[src/lge_pkg.sv]
`timescale 1ns / 1ps
`default_nettype none

package lge_pkg;

	localparam int CFG_W = 7;
	localparam int CFG_IDX_W = 2;
	localparam int IN_DATA_W = 16;
	localparam int OUT_DATA_W = 40;
	localparam int ROW_W = 6;
	localparam int COL_W = 6;
	localparam int GEN_W = 32;

	localparam logic [CFG_IDX_W-1:0] REG_ROWS = 2'd0;
	localparam logic [CFG_IDX_W-1:0] REG_COLS = 2'd1;
	localparam logic [CFG_W-1:0] CFG_RESET = 7'd64;

	localparam logic [3:0] BIRTH_COUNT = 4'd3;
	localparam logic [3:0] SURVIVE_COUNT = 4'd2;

	typedef enum logic [1:0] {
		OP_STEP = 2'd0,
		OP_TOGGLE = 2'd1,
		OP_READ = 2'd2,
		OP_NOP = 2'd3
	} op_t;

	typedef enum logic [1:0] {
		WR_ZERO,
		WR_LIFE,
		WR_FLIP
	} wr_src_t;

	typedef struct packed {
		logic capture;
		logic rd_en;
		logic rd_sweep;
		logic sweep_inc;
		logic we;
		wr_src_t wr_src;
		logic fill;
		logic advance;
		logic gen_inc;
		logic alive_set;
		logic out_load;
	} lge_cmd_t;

	typedef struct packed {
		op_t op;
		logic oor;
		logic nr_zero;
		logic clr_last;
		logic row_last;
		logic out_free;
	} lge_sts_t;

	// Next state of one cell from its 3x3 neighborhood; mid[1] is the cell itself.
	function automatic logic life_next(input logic [2:0] up, input logic [2:0] mid,
			input logic [2:0] dn);
		logic [3:0] cnt;
		begin
			cnt = 4'(up[0]) + 4'(up[1]) + 4'(up[2]) + 4'(mid[0]) + 4'(mid[2])
				+ 4'(dn[0]) + 4'(dn[1]) + 4'(dn[2]);
			return (cnt == BIRTH_COUNT) || (mid[1] && (cnt == SURVIVE_COUNT));
		end
	endfunction

endpackage

`default_nettype wire

[src/lge_ctrl.sv]
`timescale 1ns / 1ps
`default_nettype none

module lge_ctrl (
	input  wire logic             clk,
	input  wire logic             arst_n,
	input  wire logic             s_tvalid,
	output logic                  s_tready,
	input  wire lge_pkg::lge_sts_t sts,
	output lge_pkg::lge_cmd_t     cmd
);

	typedef enum logic [2:0] {
		ST_CLR,
		ST_IDLE,
		ST_DECODE,
		ST_FILL,
		ST_RUN,
		ST_ACC,
		ST_DONE
	} state_t;

	state_t state_q;
	state_t state_nx;

	always_ff @(posedge clk or negedge arst_n) begin
		if (!arst_n) begin
			state_q <= ST_CLR;
		end else begin
			state_q <= state_nx;
		end
	end

	assign s_tready = (state_q == ST_IDLE);

	always_comb begin
		cmd = '0;
		cmd.wr_src = lge_pkg::WR_ZERO;
		state_nx = state_q;
		case (state_q)
			ST_CLR: begin
				cmd.we = 1'b1;
				cmd.wr_src = lge_pkg::WR_ZERO;
				cmd.sweep_inc = 1'b1;
				if (sts.clr_last) begin
					state_nx = ST_IDLE;
				end
			end
			ST_IDLE: begin
				if (s_tvalid) begin
					cmd.capture = 1'b1;
					state_nx = ST_DECODE;
				end
			end
			ST_DECODE: begin
				case (sts.op)
					lge_pkg::OP_STEP: begin
						cmd.gen_inc = 1'b1;
						if (sts.nr_zero) begin
							state_nx = ST_DONE;
						end else begin
							cmd.rd_en = 1'b1;
							cmd.rd_sweep = 1'b1;
							cmd.sweep_inc = 1'b1;
							state_nx = ST_FILL;
						end
					end
					lge_pkg::OP_TOGGLE, lge_pkg::OP_READ: begin
						if (sts.oor) begin
							state_nx = ST_DONE;
						end else begin
							cmd.rd_en = 1'b1;
							state_nx = ST_ACC;
						end
					end
					default: begin
						state_nx = ST_DONE;
					end
				endcase
			end
			ST_FILL: begin
				cmd.fill = 1'b1;
				cmd.rd_en = 1'b1;
				cmd.rd_sweep = 1'b1;
				cmd.sweep_inc = 1'b1;
				state_nx = ST_RUN;
			end
			ST_RUN: begin
				cmd.we = 1'b1;
				cmd.wr_src = lge_pkg::WR_LIFE;
				cmd.advance = 1'b1;
				cmd.rd_en = 1'b1;
				cmd.rd_sweep = 1'b1;
				cmd.sweep_inc = 1'b1;
				if (sts.row_last) begin
					state_nx = ST_DONE;
				end
			end
			ST_ACC: begin
				cmd.alive_set = 1'b1;
				if (sts.op == lge_pkg::OP_TOGGLE) begin
					cmd.we = 1'b1;
					cmd.wr_src = lge_pkg::WR_FLIP;
				end
				state_nx = ST_DONE;
			end
			ST_DONE: begin
				if (sts.out_free) begin
					cmd.out_load = 1'b1;
					state_nx = ST_IDLE;
				end
			end
			default: begin
				state_nx = ST_IDLE;
			end
		endcase
	end

endmodule

`default_nettype wire

[config.mk]
export PLATFORM = sky130hd
export DESIGN_NAME = lge_ctrl
export DESIGN_NICKNAME = d
export VERILOG_FILES = /design/src/lge_pkg.sv /design/src/lge_ctrl.sv
export SDC_FILE = /design/constraint.sdc
export NUM_CORES = 1
export LEC_CHECK = 0
export BUFFER_PORTS_ARGS = -buffer_cell sky130_fd_sc_hd__buf_2
export CAP_MARGIN = 20
export CELL_PAD_IN_SITES_DETAIL_PLACEMENT = 2
export CELL_PAD_IN_SITES_GLOBAL_PLACEMENT = 2
export CORE_MARGIN = 8
export CORE_UTILIZATION = 19
export CTS_CLUSTER_SIZE = 20
export DETAILED_ROUTE_END_ITERATION = 8
export GPL_TIMING_DRIVEN = 1
export HOLD_SLACK_MARGIN = 0.05
export PLACE_DENSITY = 0.8
export SLEW_MARGIN = 10
export SYNTH_ARGS = -nofsm -noshare
export SYNTH_HDL_FRONTEND = slang
export SYNTH_SLANG_ARGS = --single-unit
[constraint.sdc]
create_clock -name clk -period 1.4 [get_ports clk]
set_clock_uncertainty 0.2 [all_clocks]
set_input_delay 0.28 -clock clk [delete_from_list [all_inputs] [get_ports clk]]
set_output_delay 0.28 -clock clk [all_outputs]
set_load 0.03 [all_outputs]
==> results by group, run 1 <==
Setup path
  – Worst reg2reg endpoint: state_q[2]
  – Crit Path Max Fanout: 5
  – Capture point of the worst path: cmd[3]
  – Number of cells on the worst reg-to-reg path: 5
  – Critical path origin: state_q[0]
  – Startpoint of the worst-slack reg-to-reg timing path: state_q[2]
  – WS Path Type: reg -> out
  – CP endpoint kind: output pin
  – Data arrival, critical path: 1.39 ns
  – Worst path required time: roughly 0.92 ns
  – Setup crit start kind: flop
  – Reg2reg setup slack: -0.36 ns

Die
  – I/O Pins: 23
  – Height of the die: 61.6 um
  – Initial core utilization: between 20% and 30%
  – Area of the core region: between 0.0015 and 0.002 sq mm
  – Die area: 0.00380 sq mm
  – Row cnt: 16
  – DIE WIDTH: 61.6 um

Place
  – Count of input and output buffers: 22
  – Estimated wirelength of the detail-placed design: roughly 1700 um
  – Worst Setup Slack post-DPL: -0.448 ns
  – Final Wtd Congestion: between 0.7 and 0.8

Timing
  – Final hold viol count: 0
  – Shortest period the worst path allows: about 1.9 ns
  – Worst-margin pin slew: around 0.27 ns
  – Unrepaired setup endpoints after global routing: yes
  – Maximum operating frequency: between 500 and 600 MHz
  – Number of endpoints failing setup at the final stage: 16
  – Final cycle utilization of the critical path: 134%
  – Final setup margin: -0.472 ns
  – Relative slew margins: around four fifths
  – Total count of max-transition violations in the final report: 0

Synth
  – Syn Inst Count: a little over 50
  – Distinct cell type count after synthesis: 25
  – Area fraction of the dominant cell type after synthesis: between 10% and 20%
  – Synth warnings: 0
  – Dominant cells by area after synthesis: dfrtp_1 19%, ha_1 13%, nor3b_1 5.7%
  – Seq/Total Area, Yosys: 19.0%
  – Mean area per synthesized cell: 7.75 sq um
  – Syn Std Cell Area: between 300 and 400 sq um
  – Net count of the mapped netlist: 65
  – Total of flip-flops plus latches after synthesis: 3
  – Largest area contributor in the synthesized netlist: dfrtp_1

Power and ir drop
  – Fraction of power spent switching nets: 48.5%
  – Part of the power in the clock network: under 10%
  – Combinational share of power: between 80% and 90%
  – Switching power of the nets: about 1.2 mW
  – Internal Pwr Total: around 1.3 mW
  – Sequential share of power: between 10% and 20%
  – Power per standard cell area: 2410 mW/mm^2
  – Lkg Pwr: 0.500 nW
  – Worst IR drop on VDD: roughly 1100 uV

Detailed routing
  – Average via count per standard cell: 4.72
  – Post-route ant nets: 0
  – Iteration count of the initial detailed-routing pass: 4
  – Vias after detailed routing: roughly 630
  – Mean routed wirelength per cell: around 23 um
  – Detailed Route WL: 3040 um
  – Drt drc: 0
  – Violation count after the first detailed-route iteration: 5

Clocking
  – CTS tree: built
  – Clk_lat worst skew: between 0.2 and 0.3 ns
  – Clock-pin slew on the worst setup and hold paths: around 0.050 ns
  – Maximum clock insertion buffer count: 2
  – Root buffer selected by CTS: clkbuf_4
  – Clock sink count: 3
  – H-tree depth reported by CTS: 1
  – CTS Buf Count: 3

Finish
  – Most frequent standard cell in the layout excluding fill and tap cells: buf_4
  – Register with the most flip-flops: state_q
  – Proportion of layout cells with a drive suffix above 1: roughly 81%
  – Leading registers by flop count: state_q (3)
  – Diodes inserted: 0
  – Most frequent cells in the layout: 24 x buf_4, 19 x buf_6, 10 x buf_2, 4 x a21oi_2
  – Total Nets Final: about 120
  – Layout overhead on the synthesized area: 163%
  – Largest register FFs: 3
  – Final Util: between 50% and 60%

Global route
  – Maximum number of pins on one net before global-route repair: 8
  – Final global-route overflow total: 0
  – Initial antenna violation count: 0
  – Global-route wire length before repair: 4170 um
  – Overall Global Routing Usage: between 15 and 20%
  – Via count of the first global-routing pass: 724

Run status
  – Result of the run: complete, but fails checks
  – Violated checks: negative setup slack

Hold path
  – Type of the tightest min-delay check: in -> async

Job
  – Max cap viols: 0
## worst min-delay path by stage
stage / start / to / slack (ns)
after detailed placement: arst_n / state_q[2] / -0.12
after global routing: sts[4] / state_q[1] / 0.17
final: arst_n / state_q[2] / 0.17
after global placement: arst_n / state_q[2] / -0.12
after CTS: arst_n / state_q[0] / 0.16
after floorplan: arst_n / state_q[0] / -0.22
## synthesized netlist by cell type
master / count
ha_1: 4
o32ai_1: 1
nor2b_1: 3
and4b_1: 1
nor3b_2: 1
buf_2: 3
a31oi_1: 1
a21oi_1: 4
or4_1: 1
and3_1: 1
and2_1: 2
a2111oi_0: 1
dfrtp_1: 3
mux2_2: 1
nor3b_1: 3
nand2_1: 5
inv_1: 4
nand3_1: 1
nor2_1: 2
or2_2: 1
a21o_1: 1
o211a_1: 1
nor3_1: 3
o21ba_2: 1
o211ai_1: 2
## cells by family after synthesis
kind of cell,Yosys count,synth area share (%)
flops,3,19.0
buf+inv,7,7.59
compound gates,12,21.8
simple gates,24,36.1
mux,1,2.85
fa+ha+maj,4,12.7
## power groups by stage
stage	Combinational (mW)	Clock (mW)	Sequential [mW]
floorplan	0.915	0	0.211
global placement	1.35	0	0.233
detailed placement	1.43	0	0.242
CTS	1.84	0.167	0.253
global route	2.16	0.189	0.263
finish	2.07	0.178	0.258
## layer usage
layer  global-route usage [%]  wire [um]  part of all wire (%)
met1                     16.9       1350                    44
met2                     27.5       1560                    51
met3                     4.38        122                   4.0
met4                     7.14         11                  0.36
met5                        0          0                     0
## repair_timing
action,CTS,global route
hold buffers,1,0
buffers inserted,4,7
setup endpoints to repair,16,16
gates resized for setup,43,5
pin swaps,10,9
hold endpoints to repair,3,0
## critical path, stage by stage (launching register included)
cell and delay [ns]:
dfrtp_2 0.45, buf_6 0.15, nor3b_4 0.27, buf_2 0.27
## final cells by class
| cell class | count | area, sq um |
|---|---|---|
| timing repair buffer | 54 | 454 |
| sequential | 3 | 78.8 |
| fill | 218 | 922 |
| multi-input combinational | 41 | 432 |
| clock buffer | 4 | 26.3 |
| inverter | 4 | 15.0 |
| tap | 27 | 33.8 |
## per-stage QoR
step                      cell area, sq um  hold slack, ns  power (mW)  setup TNS (ns)  cells
after global routing                  1040           0.170        2.61           -6.67    133
after CTS                              991           0.157        2.27           -5.17    128
final                                 1040           0.165        2.50           -6.04    133
after detailed placement               783          -0.119        1.68           -3.89    119
after global placement                 783          -0.123        1.59           -3.26    119
after floorplan                        504          -0.216        1.13           -1.82     51
No activity file was read; power rests on OpenSTA's default activity.
==> run 2: changes to the inputs <==
Clock period 1.4 ns to 1.5 ns, I/O delays scaled along.
==> run 2 against run 1 <==
The flow still finishes with violations (negative setup slack); clock power shrank 17%; cell count grew 0.75%; first-iteration DRC count grew 80%; wire length grew 9.0%; final area grew 4.7%; worst setup slack gained 0.046 ns; combinational power is essentially flat; total power shrank 3.6%; die area is the same; sequential cell count is the same; clock-buffer cell count is the same; highest routed layer unchanged.
==> results by group, run 2 (synthesis results as in run 1) <==
Detailed routing
  – Post-route ant nets: 0 (unchanged)
  – Average via count per standard cell: 4.97 (+5.3%)
  – Iteration count of the initial detailed-routing pass: 2 (-2)
  – Mean routed wirelength per cell: 24.7 um (+8.2%)
  – Vias after detailed routing: 666 (+6.1%)
  – Detailed Route WL: 3310 um (+9.0%)
  – Violation count after the first detailed-route iteration: 9 (+4)
  – Drt drc: 0 (unchanged)

Setup path
  – Setup crit start kind: input port
  – Crit Path Max Fanout: 3 (-2)
  – WS Path Type: in -> out
  – Worst reg2reg endpoint: state_q[0]
  – Number of cells on the worst reg-to-reg path: 7 (+2)
  – CP endpoint kind: output pin
  – Reg2reg setup slack: -0.25 ns (+0.11 ns)
  – Data arrival, critical path: 1.43 ns (+0.04 ns)
  – Startpoint of the worst-slack reg-to-reg timing path: state_q[2]
  – Worst path required time: 1.00 ns (+0.08 ns)

Die
  – Die area: 0.00380 sq mm (unchanged)
  – Initial core utilization: 20.2% (unchanged)
  – I/O Pins: 23 (unchanged)
  – DIE WIDTH: 61.6 um (unchanged)
  – Row cnt: 16 (unchanged)
  – Height of the die: 61.6 um (unchanged)
  – Area of the core region: 0.00196 sq mm (unchanged)

Global route
  – Overall Global Routing Usage: 16.8% (+1.1 points)
  – Final global-route overflow total: 0 (unchanged)
  – Maximum number of pins on one net before global-route repair: 7 (-1)
  – Initial antenna violation count: 0 (unchanged)
  – Global-route wire length before repair: 4590 um (+10%)
  – Via count of the first global-routing pass: 764 (+5.5%)

Hold path
  – Endpoint with the worst hold slack: state_q[1]
  – Source of the worst hold timing path: sts[4]
  – Type of the tightest min-delay check: in -> reg
  – Hold path cells: 3

Clocking
  – Clock sink count: 3 (unchanged)
  – Root buffer selected by CTS: clkbuf_4
  – Clk_lat worst skew: 0.24 ns (-0.02 ns)
  – Clock-pin slew on the worst setup and hold paths: 0.04 ns (about the same)
  – CTS Buf Count: 3 (unchanged)
  – CTS tree: built
  – Maximum clock insertion buffer count: 2 (unchanged)
  – H-tree depth reported by CTS: 1 (unchanged)

Finish
  – Largest register FFs: 3 (unchanged)
  – Diodes inserted: 0 (unchanged)
  – Register with the most flip-flops: state_q
  – Proportion of layout cells with a drive suffix above 1: 81.3% (+0.18 points)
  – Layout overhead on the synthesized area: 175%
  – Most frequent standard cell in the layout excluding fill and tap cells: buf_4
  – Layout Cell Area excl Fill: 0.00109 sq mm (+4.7%)
  – Leading registers by flop count: state_q (3)
  – Total Nets Final: 122 (+0.83%)
  – Non-filler cells, final: 134 (+0.75%)
  – Most frequent cells in the layout: 24 x buf_4, 21 x buf_6, 8 x buf_2

Timing
  – Final hold viol count: 0 (unchanged)
  – Maximum operating frequency: around 520 MHz
  – Relative slew margins: 77.7% (-4.2 points)
  – Unrepaired setup endpoints after global routing: yes
  – Total count of max-transition violations in the final report: 0 (unchanged)
  – Shortest period the worst path allows: around 1.9 ns
  – Final setup margin: -0.426 ns (+0.0457 ns)
  – Worst-margin pin slew: 0.333 ns (+0.0614 ns)
  – Setup tns final: -5.09 ns (+0.951 ns)
  – Number of endpoints failing setup at the final stage: 15 (-1)
  – Final cycle utilization of the critical path: 128%

Place
  – Estimated wirelength of the detail-placed design: 1700 um (-1.7%)
  – Cells after DPL: 117 (-1.7%)
  – Count of input and output buffers: 22 (unchanged)
  – Final Wtd Congestion: 0.776 (+2.1%)
  – Post-placement cell area: 747 sq um (-4.6%)

Run status
  – Result of the run: complete, but fails checks
  – Violated checks: negative setup slack

Power and ir drop
  – Lkg Pwr: 0.516 nW (+3.3%)
  – Worst IR drop on VDD: 1330 uV (+17%)
  – Power per standard cell area: 2210 mW/mm^2 (-8.0%)

Job
  – Max cap viols: 0 (unchanged)
-- run 2: changes by cell type in the layout (fill, tap and decap cells not counted), sizes merged --
cell and change:
inv -1, clkinvlp +1, buf +1
-- run 2: repair_timing --
item / in CTS / in global routing
cloned: 0 / 0
endpoints found under the hold margin: 3 / 0
setup endpoints to repair: 16 / 16
hold buffers: 1 / 0
resized for setup: 44 / 13
pin swaps: 11 / 6
setup buffers: 9 / 4
-- run 2: how the worst max path moves through the flow --
stage / startpoint / end / slack, ns / cells after the start
3_3_place_gp: sts[5] / cmd[8] / -0.39 / 7
3_5_place_dp: sts[5] / cmd[8] / -0.44 / 7
4_1_cts: state_q[0] / cmd[5] / -0.36 / 4
5_1_grt: sts[6] / cmd[10] / -0.49 / 7
2_1_floorplan: state_q[0] / cmd[10] / -0.20 / 4
6_report: sts[6] / cmd[10] / -0.43 / 7
-- run 2: report_power, final --
part	internal, mW	switching (mW)	leakage (nW)	total, mW
clock	0.100	0.0473	0.0150	0.147
combinational	1.03	1.01	0.468	2.05
sequential	0.129	0.0873	0.0330	0.217
-- run 2: cell type report --
cell class	count	area (sq um)
tap	27	33.8
timing repair buffer	55	487
multi-input combinational	41	444
sequential	3	78.8
inverter	4	18.8
fill	207	873
clock buffer	4	26.3
-- run 2: metrics by stage --
step | power (mW) | utilization [%] | hold WS (ns) | setup slack [ns]
after floorplan | 1.03 | - | -0.196 | -0.200
after global placement | 1.45 | 38.1 | -0.104 | -0.386
after detailed placement | 1.52 | 38.1 | -0.0998 | -0.444
after CTS | 2.13 | 51.3 | 0.183 | -0.361
after global routing | 2.49 | 55.5 | 0.221 | -0.487
final | 2.41 | 55.5 | 0.206 | -0.426
-- run 2: metal layers --
| metal | wire (um) | GRT usage, % |
|---|---|---|
| met2 | 1670 | 30.4 |
| met3 | 148 | 3.76 |
| met5 | 0 | 0 |
| met4 | 25 | 4.22 |
| met1 | 1470 | 19.2 |
-- run 2: critical path: stages --
cell and delay (ns):
buf_2 0.12, inv_2 0.08, ha_4 0.21, nor2b_1 0.16, o211ai_1 0.32, nand2_2 0.09
buf_6 0.14
==> run 3: changes to the inputs <==
Settings changed: SETUP_SLACK_MARGIN set to 0.1.
==> run 3 against run 2 <==
The run still ends with negative setup slack left; final area shrank 6.1%; worst setup slack gained 0.065 ns; utilization shrank 3.4 points; global-route usage shrank 1.8 points; maximum frequency grew 3.5%; clock power grew 8%; worst hold slack gained 0.022 ns; sequential power grew 9%; first-iteration DRC count shrank 22%; non-clock buffer count shrank 7; via count shrank 12%; sequential cell count is the same; largest power group unchanged.
==> results by group, run 3 (synthesis results as in run 1) <==
Finish
  – Non-filler cells, final: 127 (-5.2%)
  – Layout overhead on the synthesized area: 159%
  – Proportion of layout cells with a drive suffix above 1: 84.0% (+2.7 points)
  – Leading registers by flop count: state_q (3)
  – Largest register FFs: 3 (unchanged)
  – Most frequent cells in the layout: 24 x buf_4, 16 x buf_6, 7 x buf_2
  – Diodes inserted: 0 (unchanged)
  – Register with the most flip-flops: state_q
  – Total Nets Final: 115 (-5.7%)
  – Most frequent standard cell in the layout excluding fill and tap cells: buf_4
  – Count of fill cells added during filler insertion: 215 (+3.9%)

Detailed routing
  – Drt drc: 0 (unchanged)
  – Violation count after the first detailed-route iteration: 7 (-2)
  – Post-route ant nets: 0 (unchanged)
  – Vias after detailed routing: 583 (-12%)
  – Mean routed wirelength per cell: 21.3 um (-14%)
  – Detailed Route WL: 2710 um (-18%)
  – Iteration count of the initial detailed-routing pass: 4 (+2)
  – Average via count per standard cell: 4.59 (-7.6%)

Setup path
  – Largest delay contributor family on the critical path: flip-flops
  – WP buf/inv: 2 (-1)
  – WS Path Type: reg -> out
  – Worst path required time: 1.00 ns (about the same)
  – Crit path max-delay cell type: dfrtp_2
  – Longest individual stage delay on the worst path: 0.48 ns (+0.16 ns)
  – Data arrival, critical path: 1.36 ns (-0.07 ns)
  – CP cell instances: buf_4 -> and4b_2 -> buf_6
  – CP endpoint kind: output pin
  – Setup crit start kind: flop
  – Crit Path Max Fanout: 7 (+4)

Clocking
  – Clk_lat worst skew: 0.24 ns (about the same)
  – Maximum clock insertion buffer count: 2 (unchanged)
  – Clock sink count: 3 (unchanged)
  – CTS Buf Count: 3 (unchanged)
  – Clock-pin slew on the worst setup and hold paths: 0.05 ns (about the same)
  – CTS tree: built
  – H-tree depth reported by CTS: 1 (unchanged)
  – Root buffer selected by CTS: clkbuf_4

Global route
  – Maximum number of pins on one net before global-route repair: 8 (+1)
  – Overall Global Routing Usage: 15.0% (-1.8 points)
  – Initial antenna violation count: 0 (unchanged)
  – Final global-route overflow total: 0 (unchanged)
  – Global-route wire length before repair: 4050 um (-12%)
  – Via count of the first global-routing pass: 711 (-6.9%)

Hold path
  – Type of the tightest min-delay check: in -> async

Timing
  – Total count of max-transition violations in the final report: 0 (unchanged)
  – Final setup margin: -0.361 ns (+0.0653 ns)
  – Number of endpoints failing setup at the final stage: 15 (unchanged)
  – Final cycle utilization of the critical path: 124% (-4.4 points)
  – Relative slew margins: 81.4% (+3.8 points)
  – Maximum operating frequency: 537 MHz (+3.5%)
  – Final hold viol count: 0 (unchanged)
  – Shortest period the worst path allows: 1.86 ns (-0.0653 ns)
  – Unrepaired setup endpoints after global routing: yes
  – Worst-margin pin slew: 0.278 ns (-0.0548 ns)

Run status
  – Result of the run: complete, but fails checks
  – Violated checks: negative setup slack

Power and ir drop
  – Sequential share of power: 10.7% (+1.7 points)
  – Worst IR drop on VDD: 786 uV (-41%)
  – Power per standard cell area: 2160 mW/mm^2 (-2.5%)
  – Part of the power in the clock network: 7.2% (+1.1 points)
  – Internal Pwr Total: 1.13 mW (-10%)
  – Lkg Pwr: 0.478 nW (-7.4%)
  – Combinational share of power: 82.1% (-2.8 points)
  – Fraction of power spent switching nets: 48.7% (+1.1 points)
  – Switching power of the nets: 1.07 mW (-6.3%)

Die
  – Die area: 0.00380 sq mm (unchanged)
  – DIE WIDTH: 61.6 um (unchanged)
  – I/O Pins: 23 (unchanged)
  – Initial core utilization: 20.2% (unchanged)
  – Row cnt: 16 (unchanged)
  – Height of the die: 61.6 um (unchanged)
  – Area of the core region: 0.00196 sq mm (unchanged)

Place
  – Cells after DPL: 117 (unchanged)
  – Worst Setup Slack post-DPL: -0.389 ns (+0.0549 ns)
  – Count of input and output buffers: 22 (unchanged)
  – Estimated wirelength of the detail-placed design: 1810 um (+6.5%)
  – Final Wtd Congestion: 0.790 (+1.7%)

Job
  – Max cap viols: 0 (unchanged)
run 3: what timing repair did:
item,in CTS,in global routing
setup endpoints to repair,16,16
setup buffers,2,3
endpoints found under the hold margin,3,0
pin swaps,5,4
resized for setup,41,10
hold buffers,1,0
run 3: routing by layer:
layer  routed length [um]  GRT usage, %  up-vias  share of wire, %
met3                  112          2.09        0               4.1
met4                    0          3.90        0                 0
met1                 1120          16.6      289                41
met5                    0             0        -                 0
met2                 1480          28.7       13                55
li1                     -             -      281                 -
run 3: final cells by class:
cell class                      instances  area (sq um)  area share (%)
Tap cell                               27          33.8            3.30
Timing Repair Buffer                   48           405            39.7
Inverter                                4          15.0            1.47
Clock buffer                            4          26.3            2.57
Sequential cell                         3          78.8            7.71
Multi-Input combinational cell         41           463            45.3
run 3: path summary, 6_finish.rpt:
| check | startpoint | end | slack, ns | cells after the start |
|---|---|---|---|---|
| max in group asynchronous | arst_n | state_q[2] | 0.74 | 2 |
| min | arst_n | state_q[0] | 0.23 | 2 |
| max | state_q[1] | cmd[6] | -0.36 | 3 |
| min reg2reg | state_q[0] | state_q[1] | 0.59 | 3 |
| max reg2reg | state_q[2] | state_q[2] | -0.24 | 5 |
| min in group clk | sts[4] | state_q[1] | 0.24 | 3 |
run 3: through the flow:
stage	cell area [sq um]	power (mW)	util, %	hold slack (ns)	setup TNS, ns
floorplan	504	1.05	-	-0.196	-1.09
global placement	768	1.47	39.2	-0.103	-2.01
detailed placement	768	1.56	39.2	-0.0976	-2.78
CTS	950	2.00	48.4	0.196	-3.87
global route	1020	2.30	52.1	0.248	-4.65
finish	1020	2.21	52.1	0.228	-4.21
run 3: power by group through the flow:
stage / Clock (mW) / Combinational [mW] / Sequential (mW)
4_1_cts: 0.156 / 1.61 / 0.230
5_1_grt: 0.162 / 1.89 / 0.242
2_1_floorplan: 0 / 0.854 / 0.197
6_report: 0.159 / 1.81 / 0.236
3_3_place_gp: 0 / 1.26 / 0.209
3_5_place_dp: 0 / 1.34 / 0.217
run 3: worst reg2reg max path, stage by stage (launching register included):
cell and delay (ns):
dfrtp_2 0.48, buf_6 0.16, buf_4 0.13, or4_4 0.47, a21oi_2 0.11, nor3_1 0.06
